===== src/sv/iutc_pkg.sv =====
`timescale 1ns / 1ps
// Shared types, constants and helper functions for the timestamp-to-epoch block.
// No dependencies; imported by every module of the block.
package iutc_pkg;

  // Layout of YYYY-MM-DDTHH:MM:SSZ
  localparam logic [4:0] TS_LAST_POS = 5'd19;
  localparam logic [4:0] TS_LENGTH   = 5'd20;
  localparam logic [4:0] POS_MAX     = 5'd31;
  localparam logic [4:0] POS_DASH_A  = 5'd4;
  localparam logic [4:0] POS_DASH_B  = 5'd7;
  localparam logic [4:0] POS_T       = 5'd10;
  localparam logic [4:0] POS_COLON_A = 5'd13;
  localparam logic [4:0] POS_COLON_B = 5'd16;
  localparam logic [4:0] POS_YEAR_END   = 5'd3;
  localparam logic [4:0] POS_MONTH_END  = 5'd6;
  localparam logic [4:0] POS_DAY_END    = 5'd9;
  localparam logic [4:0] POS_HOUR_END   = 5'd12;
  localparam logic [4:0] POS_MINUTE_END = 5'd15;

  localparam logic [7:0] CH_ZERO  = 8'h30;
  localparam logic [7:0] CH_NINE  = 8'h39;
  localparam logic [7:0] CH_DASH  = 8'h2d;
  localparam logic [7:0] CH_COLON = 8'h3a;
  localparam logic [7:0] CH_T     = 8'h54;
  localparam logic [7:0] CH_Z     = 8'h5a;

  localparam logic [13:0] EPOCH_YEAR  = 14'd1970;
  localparam logic [13:0] LEAPS_1969  = 14'd477;
  localparam logic [12:0] DIV100_MUL  = 13'd5243;
  localparam int          DIV100_SHIFT = 19;
  localparam logic [6:0]  MAX_MONTH   = 7'd12;
  localparam logic [6:0]  MAX_DAY     = 7'd31;
  localparam logic [6:0]  MAX_HOUR    = 7'd23;
  localparam logic [6:0]  MAX_MINUTE  = 7'd59;
  localparam logic [6:0]  MAX_SECOND  = 7'd60;
  localparam logic [6:0]  FEBRUARY    = 7'd2;

  // One parsed string, handed from the parser to the converter.
  typedef struct packed {
    logic        fmt_ok;
    logic [13:0] year;
    logic [6:0]  month;
    logic [6:0]  day;
    logic [6:0]  hour;
    logic [6:0]  minute;
    logic [6:0]  second;
  } ts_rec_t;

  function automatic logic [13:0] acc_step14(input logic [13:0] a, input logic [3:0] d);
    return (a << 3) + (a << 1) + {10'd0, d};
  endfunction

  function automatic logic [6:0] acc_step7(input logic [6:0] a, input logic [3:0] d);
    return (a << 3) + (a << 1) + {3'd0, d};
  endfunction

  // Days in the year before the first of each month (index 0 is January).
  function automatic logic [8:0] days_before_month(input logic [3:0] idx);
    logic [8:0] r;
    unique case (idx)
      4'd0:    r = 9'd0;
      4'd1:    r = 9'd31;
      4'd2:    r = 9'd59;
      4'd3:    r = 9'd90;
      4'd4:    r = 9'd120;
      4'd5:    r = 9'd151;
      4'd6:    r = 9'd181;
      4'd7:    r = 9'd212;
      4'd8:    r = 9'd243;
      4'd9:    r = 9'd273;
      4'd10:   r = 9'd304;
      4'd11:   r = 9'd334;
      default: r = 9'd0;
    endcase
    return r;
  endfunction

endpackage


===== src/sv/iutc_parse.sv =====
`timescale 1ns / 1ps
// Front end: checks the character stream and collects the decimal fields.
// Depends on iutc_pkg; pushes one ts_rec_t per string into the queue.
module iutc_parse import iutc_pkg::*; (
  input  logic       clk,
  input  logic       rst,
  input  logic       take,
  input  logic [7:0] char_code,
  input  logic       last_char,
  output logic       push,
  output ts_rec_t    push_data
);

  logic [4:0]  char_position, char_position_next;
  logic [13:0] year_accum, year_accum_next;
  logic [6:0]  month_accum, month_accum_next;
  logic [6:0]  day_accum, day_accum_next;
  logic [6:0]  hour_accum, hour_accum_next;
  logic [6:0]  minute_accum, minute_accum_next;
  logic [6:0]  second_accum, second_accum_next;
  logic        format_error, format_error_next;
  logic        digit;
  logic [3:0]  d;
  logic        err_now;

  assign digit = (char_code >= CH_ZERO) && (char_code <= CH_NINE);
  assign d     = digit ? 4'(char_code - CH_ZERO) : 4'd0;

  always_comb begin
    err_now            = format_error;
    year_accum_next    = year_accum;
    month_accum_next   = month_accum;
    day_accum_next     = day_accum;
    hour_accum_next    = hour_accum;
    minute_accum_next  = minute_accum;
    second_accum_next  = second_accum;
    priority if (char_position >= TS_LENGTH) begin
      err_now = 1'b1;
    end else if (char_position == POS_DASH_A || char_position == POS_DASH_B) begin
      if (char_code != CH_DASH) err_now = 1'b1;
    end else if (char_position == POS_T) begin
      if (char_code != CH_T) err_now = 1'b1;
    end else if (char_position == POS_COLON_A || char_position == POS_COLON_B) begin
      if (char_code != CH_COLON) err_now = 1'b1;
    end else if (char_position == TS_LAST_POS) begin
      if (char_code != CH_Z) err_now = 1'b1;
    end else if (!digit) begin
      err_now = 1'b1;
    end else if (char_position <= POS_YEAR_END) begin
      year_accum_next = acc_step14(year_accum, d);
    end else if (char_position <= POS_MONTH_END) begin
      month_accum_next = acc_step7(month_accum, d);
    end else if (char_position <= POS_DAY_END) begin
      day_accum_next = acc_step7(day_accum, d);
    end else if (char_position <= POS_HOUR_END) begin
      hour_accum_next = acc_step7(hour_accum, d);
    end else if (char_position <= POS_MINUTE_END) begin
      minute_accum_next = acc_step7(minute_accum, d);
    end else begin
      second_accum_next = acc_step7(second_accum, d);
    end
    format_error_next  = err_now;
    char_position_next = (char_position < POS_MAX) ? char_position + 5'd1 : char_position;
    if (last_char) begin
      // A new string starts after every final character.
      char_position_next = '0;
      year_accum_next    = '0;
      month_accum_next   = '0;
      day_accum_next     = '0;
      hour_accum_next    = '0;
      minute_accum_next  = '0;
      second_accum_next  = '0;
      format_error_next  = 1'b0;
    end
  end

  // The final character of a good string is the 'Z', so the fields are complete.
  assign push             = take && last_char;
  assign push_data.fmt_ok = !err_now && (char_position == TS_LAST_POS);
  assign push_data.year   = year_accum;
  assign push_data.month  = month_accum;
  assign push_data.day    = day_accum;
  assign push_data.hour   = hour_accum;
  assign push_data.minute = minute_accum;
  assign push_data.second = second_accum;

  always_ff @(posedge clk) begin
    if (rst) begin
      char_position <= '0;
      year_accum    <= '0;
      month_accum   <= '0;
      day_accum     <= '0;
      hour_accum    <= '0;
      minute_accum  <= '0;
      second_accum  <= '0;
      format_error  <= 1'b0;
    end else if (take) begin
      char_position <= char_position_next;
      year_accum    <= year_accum_next;
      month_accum   <= month_accum_next;
      day_accum     <= day_accum_next;
      hour_accum    <= hour_accum_next;
      minute_accum  <= minute_accum_next;
      second_accum  <= second_accum_next;
      format_error  <= format_error_next;
    end
  end

`ifndef SYNTH
  a_restart: assert property (@(posedge clk) disable iff (rst)
    take && last_char |=> char_position == '0 && !format_error)
    else $error("parser did not restart after final character");
`endif

endmodule


===== src/sv/iutc_queue.sv =====
`timescale 1ns / 1ps
// Short queue of parsed records between the parser and the converter.
// Depends on iutc_pkg for ts_rec_t.
module iutc_queue import iutc_pkg::*; #(
  parameter int DEPTH = 2
) (
  input  logic    clk,
  input  logic    rst,
  input  logic    push,
  input  ts_rec_t push_data,
  output logic    full,
  input  logic    pop,
  output ts_rec_t pop_data,
  output logic    empty
);

  localparam int AW = (DEPTH > 1) ? $clog2(DEPTH) : 1;
  localparam int CW = $clog2(DEPTH + 1);
  localparam logic [AW-1:0] LAST_IDX = AW'(DEPTH - 1);
  localparam logic [CW-1:0] FULL_CNT = CW'(DEPTH);

  ts_rec_t        mem [DEPTH];
  logic [AW-1:0]  wr_ptr, rd_ptr;
  logic [CW-1:0]  count;

  assign full     = (count == FULL_CNT);
  assign empty    = (count == '0);
  assign pop_data = mem[rd_ptr];

  always_ff @(posedge clk) begin
    if (push) begin
      mem[wr_ptr] <= push_data;
    end
  end

  always_ff @(posedge clk) begin
    if (rst) begin
      wr_ptr <= '0;
      rd_ptr <= '0;
      count  <= '0;
    end else begin
      if (push) begin
        wr_ptr <= (wr_ptr == LAST_IDX) ? '0 : wr_ptr + AW'(1);
      end
      if (pop) begin
        rd_ptr <= (rd_ptr == LAST_IDX) ? '0 : rd_ptr + AW'(1);
      end
      if (push && !pop) begin
        count <= count + CW'(1);
      end else if (pop && !push) begin
        count <= count - CW'(1);
      end
    end
  end

`ifndef SYNTH
  a_no_overflow: assert property (@(posedge clk) disable iff (rst) push |-> !full || pop)
    else $error("queue written while full");
  a_no_underflow: assert property (@(posedge clk) disable iff (rst) pop |-> !empty)
    else $error("queue read while empty");
`endif

endmodule


===== src/sv/iutc_convert.sv =====
`timescale 1ns / 1ps
// Back end: range checks a parsed record and converts it to epoch milliseconds.
// Depends on iutc_pkg; takes records from iutc_queue and drives the result register.
module iutc_convert import iutc_pkg::*; (
  input  logic        clk,
  input  logic        rst,
  input  logic        empty,
  input  ts_rec_t     pop_data,
  output logic        pop,
  output logic        out_valid,
  input  logic        out_ready,
  output logic        valid_res,
  output logic [47:0] unix_ms
);

  typedef enum logic [5:0] {
    ST_IDLE  = 6'b000001,
    ST_YEAR  = 6'b000010,
    ST_PARTS = 6'b000100,
    ST_DAYS  = 6'b001000,
    ST_SECS  = 6'b010000,
    ST_MS    = 6'b100000
  } conv_state_t;

  conv_state_t state, state_next;
  ts_rec_t     rec;
  logic        range_ok;
  logic [12:0] dy;
  logic [7:0]  q1, q2;
  logic [21:0] yd;
  logic [10:0] lp;
  logic [8:0]  doy;
  logic [16:0] tod;
  logic [21:0] days;
  logic [37:0] secs;

  logic [13:0] ym1;
  logic [26:0] prod1, prod2;
  logic [13:0] leaps_w;
  logic [13:0] rem100;
  logic        div100, leap_y, leap_add;
  logic [3:0]  mon_idx;
  logic [47:0] secs_w, ms_w;
  logic        load_out, ok_w;

  assign ym1   = rec.year - 14'd1;
  // Division by 100 through a reciprocal, exact for any 14-bit year.
  assign prod1 = {13'd0, ym1} * {14'd0, DIV100_MUL};
  assign prod2 = {13'd0, rec.year} * {14'd0, DIV100_MUL};

  assign leaps_w  = {2'd0, ym1[13:2]} - {6'd0, q1} + {8'd0, q1[7:2]} - LEAPS_1969;
  assign rem100   = rec.year - 14'({6'd0, q2} * 14'd100);
  assign div100   = (rem100 == '0);
  assign leap_y   = (rec.year[1:0] == 2'd0 && !div100) || (div100 && q2[1:0] == 2'd0);
  assign leap_add = (rec.month > FEBRUARY) && leap_y;
  assign mon_idx  = rec.month[3:0] - 4'd1;

  // Times 1000 as shifts: 1024 - 16 - 8.
  assign secs_w = {10'd0, secs};
  assign ms_w   = (secs_w << 10) - (secs_w << 4) - (secs_w << 3);
  assign ok_w   = rec.fmt_ok && range_ok && (secs != '0);

  assign pop      = (state == ST_IDLE) && !empty;
  assign load_out = (state == ST_MS) && (!out_valid || out_ready);

  always_comb begin
    state_next = state;
    unique case (state)
      ST_IDLE:  if (!empty) state_next = ST_YEAR;
      ST_YEAR:  state_next = ST_PARTS;
      ST_PARTS: state_next = ST_DAYS;
      ST_DAYS:  state_next = ST_SECS;
      ST_SECS:  state_next = ST_MS;
      ST_MS:    if (load_out) state_next = ST_IDLE;
      default:  state_next = ST_IDLE;
    endcase
  end

  always_ff @(posedge clk) begin
    if (rst) begin
      state     <= ST_IDLE;
      out_valid <= 1'b0;
    end else begin
      state <= state_next;
      if (load_out) begin
        out_valid <= 1'b1;
      end else if (out_ready) begin
        out_valid <= 1'b0;
      end
    end
  end

  always_ff @(posedge clk) begin
    if (pop) begin
      rec <= pop_data;
    end
    if (state == ST_YEAR) begin
      q1       <= 8'(prod1 >> DIV100_SHIFT);
      q2       <= 8'(prod2 >> DIV100_SHIFT);
      dy       <= 13'(rec.year - EPOCH_YEAR);
      range_ok <= (rec.year >= EPOCH_YEAR)
               && (rec.month >= 7'd1) && (rec.month <= MAX_MONTH)
               && (rec.day >= 7'd1) && (rec.day <= MAX_DAY)
               && (rec.hour <= MAX_HOUR)
               && (rec.minute <= MAX_MINUTE)
               && (rec.second <= MAX_SECOND);
    end
    if (state == ST_PARTS) begin
      yd  <= {9'd0, dy} * 22'd365;
      lp  <= leaps_w[10:0];
      doy <= days_before_month(mon_idx) + {8'd0, leap_add} + {2'd0, rec.day} - 9'd1;
      tod <= {10'd0, rec.hour} * 17'd3600 + {10'd0, rec.minute} * 17'd60
           + {10'd0, rec.second};
    end
    if (state == ST_DAYS) begin
      days <= yd + {11'd0, lp} + {13'd0, doy};
    end
    if (state == ST_SECS) begin
      secs <= {16'd0, days} * 38'd86400 + {21'd0, tod};
    end
    if (load_out) begin
      valid_res <= ok_w;
      unix_ms   <= ok_w ? ms_w : '0;
    end
  end

`ifndef SYNTH
  a_state_onehot: assert property (@(posedge clk) disable iff (rst) $onehot(state))
    else $error("converter state not one-hot");
  a_invalid_zero: assert property (@(posedge clk) disable iff (rst)
    out_valid && !valid_res |-> unix_ms == '0)
    else $error("invalid result carries a non-zero time");
`endif

endmodule


===== src/sv/iso_utc_timestamp_to_epoch_ms_top.sv =====
`timescale 1ns / 1ps
// A result is registered once the final character has passed the queue and five steps
// of the converter sequencer; an output stall delays it further. One character is taken
// per cycle while the record queue has room; the converter handles one string at a time,
// so finished strings wait in the record queue. Synchronous active-high reset
// clears the parser position and fields, the queue and the converter state.
module iso_utc_timestamp_to_epoch_ms_top import iutc_pkg::*; #(
  parameter int QUEUE_DEPTH = 2
) (
  input  logic        clk,
  input  logic        rst,
  input  logic        in_valid,
  output logic        in_ready,
  input  logic [7:0]  char_code,
  input  logic        last_char,
  output logic        out_valid,
  input  logic        out_ready,
  output logic        valid_res,
  output logic [47:0] unix_ms
);

  // The parser takes a character whenever the record queue has room, so one
  // string may be parsed while the previous one is still being converted.
  logic    take, push, full, pop, empty;
  ts_rec_t push_data, pop_data;

  assign in_ready = !full;
  assign take     = in_valid && in_ready;

  // Front end: position tracking, separator checks and digit collection.
  iutc_parse u_parse (
    .clk       (clk),
    .rst       (rst),
    .take      (take),
    .char_code (char_code),
    .last_char (last_char),
    .push      (push),
    .push_data (push_data)
  );

  // Decoupling queue: one entry per finished string.
  iutc_queue #(
    .DEPTH (QUEUE_DEPTH)
  ) u_queue (
    .clk       (clk),
    .rst       (rst),
    .push      (push),
    .push_data (push_data),
    .full      (full),
    .pop       (pop),
    .pop_data  (pop_data),
    .empty     (empty)
  );

  // Back end: range check, calendar arithmetic and the result register. The
  // result register frees the converter as soon as its contents are transferred.
  iutc_convert u_convert (
    .clk       (clk),
    .rst       (rst),
    .empty     (empty),
    .pop_data  (pop_data),
    .pop       (pop),
    .out_valid (out_valid),
    .out_ready (out_ready),
    .valid_res (valid_res),
    .unix_ms   (unix_ms)
  );

endmodule

===== config.mk =====
export PLATFORM = sky130hd
export DESIGN_NAME = iso_utc_timestamp_to_epoch_ms_top
export DESIGN_NICKNAME = d
export VERILOG_FILES = /design/src/sv/iutc_pkg.sv /design/src/sv/iutc_parse.sv /design/src/sv/iutc_queue.sv /design/src/sv/iutc_convert.sv /design/src/sv/iso_utc_timestamp_to_epoch_ms_top.sv
export SDC_FILE = /design/constraint.sdc
export NUM_CORES = 2
export LEC_CHECK = 0
export ABC_AREA = 1
export BUFFER_PORTS_ARGS = -buffer_cell sky130_fd_sc_hd__buf_2
export CORE_AREA = 2 2 307 309
export CTS_BUF_LIST = sky130_fd_sc_hd__clkbuf_8
export DETAILED_ROUTE_END_ITERATION = 8
export DIE_AREA = 0 0 309 311
export GPL_ROUTABILITY_DRIVEN = 0
export PLACE_DENSITY_LB_ADDON = 0.2
export SYNTH_ARGS = -nofsm -noshare
export SYNTH_HDL_FRONTEND = slang
export SYNTH_SLANG_ARGS = --single-unit

===== constraint.sdc =====
create_clock -name clk -period 17.82 [get_ports clk]
set_input_delay 1.782 -clock clk [delete_from_list [all_inputs] [get_ports clk]]
set_output_delay 1.782 -clock clk [all_outputs]
set_load 0.01 [all_outputs]

Word-level counts from Yosys, hierarchy flattened --
Memories as Yosys holds them, arrays and structs flattened. A register that Yosys moved wholly into a read port is not among the register bits. Cells that the tools add are included.
Operators by class: add/subtract/negate cells 35, multiply operators 7, order comparisons 18, equal/unequal tests 29, mux-type cells 88, reductions and logical operators 53
Operators with widths (count):
- two-way mux 7 bit | 54
- two-way mux 14 bit | 8
- multiplier 14 x 13 -> 27 bit (second input constant) | 2
- subtractor 48 x 41 -> 48 bit | 1
- subtractor 48 x 42 -> 48 bit | 1
- adder 38 x 17 -> 38 bit | 1
- nonzero test 38 bit | 1
- case mux 6 bit (6 select lines) | 1
- adder 7 x 4 -> 7 bit | 5
- adder 7 bit | 5
- multiplier 22 x 10 -> 31 bit (second input constant) | 1
- AND reduction 12 bit | 2
- adder 22 x 11 -> 22 bit | 1
- adder 22 x 9 -> 22 bit | 1
- multiplier 13 x 9 -> 22 bit (second input constant) | 1
- inequality test 2 bit (second input constant) | 11
- logical AND 1 bit | 20
- nonzero test 2 bit | 9
- adder 17 x 13 -> 17 bit | 1
- adder 17 x 7 -> 17 bit | 1
- two-way mux 1 bit | 17
- inequality test 8 x 6 -> 1 bit (second input constant) | 2
- inequality test 8 x 7 -> 1 bit (second input constant) | 2
- <= comparator 5 x 4 -> 1 bit (second input constant) | 3
- other kinds (56) | 79
Word-level totals: flip-flop bits (word level) 264, memory bits (writable) 100, ROM bits 144, memories kept 2
Memory list:
- (name not given) | depth 16, bits a word 9, rd ports 1, clocked after memory_dff 0, write ports 0, line iutc_pkg.sv:61 | unique case (idx)
- u_queue.mem | depth 2, bits a word 50, rd ports 1, clocked after memory_dff 1, write ports 1, line iutc_queue.sv:22 | ts_rec_t mem [DEPTH];

Depth between registers and ports, before layout --
depth in word-level cells 16, mapped depth 31

Hierarchy --
A second synthesis with hierarchy kept.
Second synthesis, totals: cell total of the unflattened synthesis 4621, area total of the unflattened synthesis 41760.1 um2
By module, submodules not included:
- iutc_convert | instances 1, cells each 3770, area each 33030.4 um2, seq. area each 7497.2 um2
- iutc_parse | instances 1, cells each 659, area each 4624.4 um2, seq. area each 1101.1 um2
- iutc_queue | instances 1, cells each 189, area each 4091.4 um2, seq. area each 3103.0 um2
- iso_utc_timestamp_to_epoch_ms_top | instances 1, cells each 3, area each 13.8 um2, seq. area each 0.0 um2

Worst setup path before layout --
No wires, ideal clock.
path type reg-to-reg, start point register u_convert.rec[37] (netlist name), end point register u_convert.q1[4], data pin, arrival 5.672 ns, setup slack 11.889 ns, cell stages (with the launch flop) 28, buffers on the path 0, clock period less this slack 5.931 ns, path through edfxtp_1 -> inv_1 -> ha_1 -> inv_1 -> a21oi_1 -> o21ai_0 -> nand2_1 -> nand3_1 -> nand2_1 -> nand2_1 -> xor2_1 -> inv_1 -> fa_1 -> inv_1 -> ha_1 -> fa_1 -> inv_1 -> fa_1 -> inv_1 -> fa_1 -> ha_1 -> nand2_1 -> nor2_1 -> inv_1 -> nor3_1 -> o2111ai_1 -> nand3_1 -> xor2_1
On the way: cells in the longest elaborated chain, start to end 2
RTL lines:
- subtractor 14 x 1 -> 14 bit | line iutc_convert.sv:46 | assign ym1 = rec.year - 14'd1;
- multiplier 14 x 13 -> 27 bit | line iutc_convert.sv:48 | assign prod1 = {13'd0, ym1} * {14'd0, DIV100_MUL};
- named net u_convert.prod1[23] | line iutc_convert.sv:38 | logic [26:0] prod1, prod2;
- end signal: assignment | line iutc_convert.sv:98 | q1 <= 8'(prod1 >> DIV100_SHIFT);
- end: declaration | line iutc_convert.sv:29 | logic [7:0] q1, q2;
The timed path passes the listed nets, and every way through them passes these cells. A chain may end at the register's enable or synchronous reset.

Worst setup path in the final report --
start point register u_convert.rec[37] (netlist name), end point register u_convert.q1[3], data pin
On the way: cells in the longest elaborated chain, start to end 2
RTL lines (line):
- subtractor 14 x 1 -> 14 bit | iutc_convert.sv:46
- multiplier 14 x 13 -> 27 bit | iutc_convert.sv:48
- named net u_convert.prod1[22] | iutc_convert.sv:38
The timed path passes the listed nets, and every way through them passes these cells.

==> summary.md <==
| Metric | Value |
|---|---|
| Largest net degree at the start of global routing | `60` |
| Dominant synthesized flop cell | `edfxtp_1` |
| Required time of the critical path | `18,250 ps` |
| Crit path kind | `flip-flop to flip-flop` |
| Status | `finished clean` |
| WL final | `91,800 µm` |
| RSZ-0062 raised after global routing | `false` |
| Cts bufs inserted | `76` |
| Root Buffer | `clkbuf_8` |
| CP Max Fanout | `8` |
| # setup viols final | `0` |
| Final Max Slew Viols | `0` |
| Initial Util | `44.6%` |
| Via/cell ratio | `4.91` |
| Largest cells by area after synthesis | `edfxtp_1 25%, ha_1 20%, fa_1 14%` |
| Vias in the first global route | `29.5k` |
| Worst Setup EP | `u_convert.q1[3]` |
| Avg Synthesized Cell Area | `8.85 µm²` |
| Final worst-path cycle share | `37.4%` |
| Crit path time final | `6670 ps` |
| Clock skew | `53.9 ps` |
| First-pass DRT Iterations | `5` |
| Tot GR Track Use | `19.6%` |
| Multi-input logic area | `25,800 µm²` |
| Clock latency on the worst-skew pair | `720 ps` |
| Syn. warnings | `0` |
| Die Area | `96,100 µm²` |
| Syn Inst Count | `4,670` |
| Initial antenna violation count | `1` |
| Async SR Flop Fraction | `0%` |
| Slew margin rel. | `31.0%` |
| Post-layout net count | `5,773` |
| Critical R2R Capture | `u_convert.q1[3]` |
| CTS clk-pin slew, worst paths | `60 ps` |
| Seq. cell area | `11,700 µm²` |
| DR WL/cell | `15.0 µm` |
| Clock sink total | `411` |
| Area growth syn-to-layout | `8.24%` |
| Least-Margin Pin Slew | `1030 ps` |
| IO buf count | `60` |
| Synth area leader | `edfxtp_1` |
| Sequential element share of the synthesized area | `28.3%` |
| Post-synth EDFFs | `345` |
| CTS tree | `done` |
| Reg2Reg Setup Slack | `11,150 ps` |
| Initial DRC count | `1,716` |
| Final HPWL DP | `76,500 µm` |
| DR vias | `30.0k` |
| CP startpoint kind | `flip-flop` |
| Hold buffer count at CTS | `0` |
| Sum Neg Setup Slack | `0 ps` |
| Critical Path Start | `u_convert.rec[37]` |
| H-tree depth | `3` |
| Die width | `309 µm` |
| Layout cells sized above 1 | `6.27%` |
| Data arrival time of the critical path | `7100 ps` |
| Total grt overflow | `0` |
| Core ar. | `92,800 µm²` |
| Antenna-violating nets left | `0` |
| IO Pins | `64` |
| #FFs+latches synth | `411` |
| First-pass GRT wire length | `152,000 µm` |
| Share of the synthesized area in the top cell type | `25.1%` |
| Chip height | `311 µm` |
| R2r worst-path depth | `26` |
| Max Freq | `0.150 GHz` |
| Hold Vio Cnt, Final | `0` |
| Post-CTS Setup Inserts | `0` |
| Worst setup EP type | `flip-flop` |
| R2R Path Start | `u_convert.rec[37]` |
| Fillers | `9,083` |
| Max Cap Violations | `0` |
| Residual DRC count | `0` |
| Mapped Area | `41,300 µm²` |
| # resized after CTS | `0` |
| Worst hold path class | `flip-flop to flip-flop` |
| Post-synth cell types | `67` |
| Row count | `112` |
| Clock buffer depth | `3` |
## placed cells by master, fill, tap and decap left out, types with 5 or more instances in the layout
master     count
xnor2_1       62
o211ai_1       9
ha_1         669
nand2_1      818
a211oi_1       8
a21boi_0       6
buf_4         13
clkinv_1      24
or2_2         14
inv_1        998
nor4_1        14
a21o_1        18
dfxtp_1       66
xor2_1       118
nand3b_1       5
nor3_1        38
a31oi_1       29
buf_2         60
nor2_4        19
inv_2         25
bufinv_16      5
nand3_2        8
edfxtp_1     345
o21ai_0      167
o21ai_1       12
a21oi_1      298
nor2_1       276
nand3_1      140
o2111ai_1      6
o21a_1        10
nand2_2       23
fa_1         299
nor2_2        18
clkinv_2       8
nand4_1       58
clkbuf_8      77
o21bai_1      24
## through the flow
step	setup WS [ps]	instance area (µm²)	cells	utilization [%]	hold slack [ps]
after floorplan	11890	41400	4672	-	400
after global placement	11270	43200	5968	46.6	401
after detailed placement	11190	43200	5968	46.6	405
after CTS	11150	44700	6104	48.2	418
after global routing	10530	44800	6105	48.2	421
final	11150	44800	6105	48.2	416
## how the worst min path moves through the flow
stage,slack (ps),start,endpoint,cells after the start
floorplan,400,u_convert.tod[0],u_convert.secs[0],0
global placement,400,u_convert.tod[4],u_convert.secs[4],0
detailed placement,410,u_convert.tod[4],u_convert.secs[4],0
CTS,420,u_convert.tod[4],u_convert.secs[4],0
global route,420,u_convert.tod[1],u_convert.secs[1],0
finish,420,u_convert.tod[1],u_convert.secs[1],0
## flip-flops by register name, summed over array words and instances, names as in the netlist, 9 cells and up
register            cells
u_queue.mem           100
u_convert.rec          50
u_convert.yd           22
u_convert.days         22
u_convert.secs         38
u_parse.year_accum     14
u_convert.doy           9
u_convert.tod          17
u_convert.lp           11
u_convert.dy           13
u_convert.unix_ms      45
## cell type report
class                           instances  area share [%]
Antenna cell                            1         0.00559
Clock buffer                           77            2.37
Clock inverter                         59            1.03
Inverter                             1010            8.47
Multi-Input combinational cell       3220            57.6
Sequential cell                       411            26.1
Tap cell                             1254            3.51
Timing Repair Buffer                   73           0.889
## routing by layer
metal	vias up	global-route usage (%)	routed length (µm)
li1	15378	-	-
met1	14052	28.0	44600
met2	452	31.6	41900
met3	99	2.42	3500
met4	0	4.77	1780
met5	-	0	0
## cell usage after synthesis, types with 58 or more instances
master    instances
a21oi_1         298
fa_1            299
edfxtp_1        345
nand3_1         140
nand4_1          58
ha_1            669
inv_1           982
xnor2_1          62
o21ai_0         167
nand2_1         818
dfxtp_1          66
nor2_1          282
xor2_1          118
## critical path, stage by stage, from the launching register on
cell      delay (ps)
edfxtp_1         550
inv_1            230
ha_1             250
inv_1             80
a21oi_1           60
o21ai_0          300
nand2_1          120
nand3_1          120
nand2_1           60
nand2_1           90
xor2_1           760
inv_1            150
fa_1             530
inv_1             50
ha_1             290
fa_1             480
inv_1             50
fa_1             520
inv_1             50
fa_1             470
ha_1             340
a21oi_1          210
o21a_1           170
nor2_1            50
nor3_1           190
nand2_1           90
xor2_1           140
## cell families (layout without fill, tap and decap cells)
group                      after synthesis  in the layout  synth area share [%]
xor gates and xnor gates               181            181                  3.85
and+or+nand+nor                       1456           1456                  15.4
DFF                                    411            411                  28.3
AOI/OAI and AO/OA                      612            612                  8.28
other                                    1              4               0.00907
adders and majority gates              968            968                  34.7
buffers and inverters                 1041           1219                  9.50
Power is not shown: default switching activity piles up to over one toggle a cycle in this logic, so the estimate is an artifact.
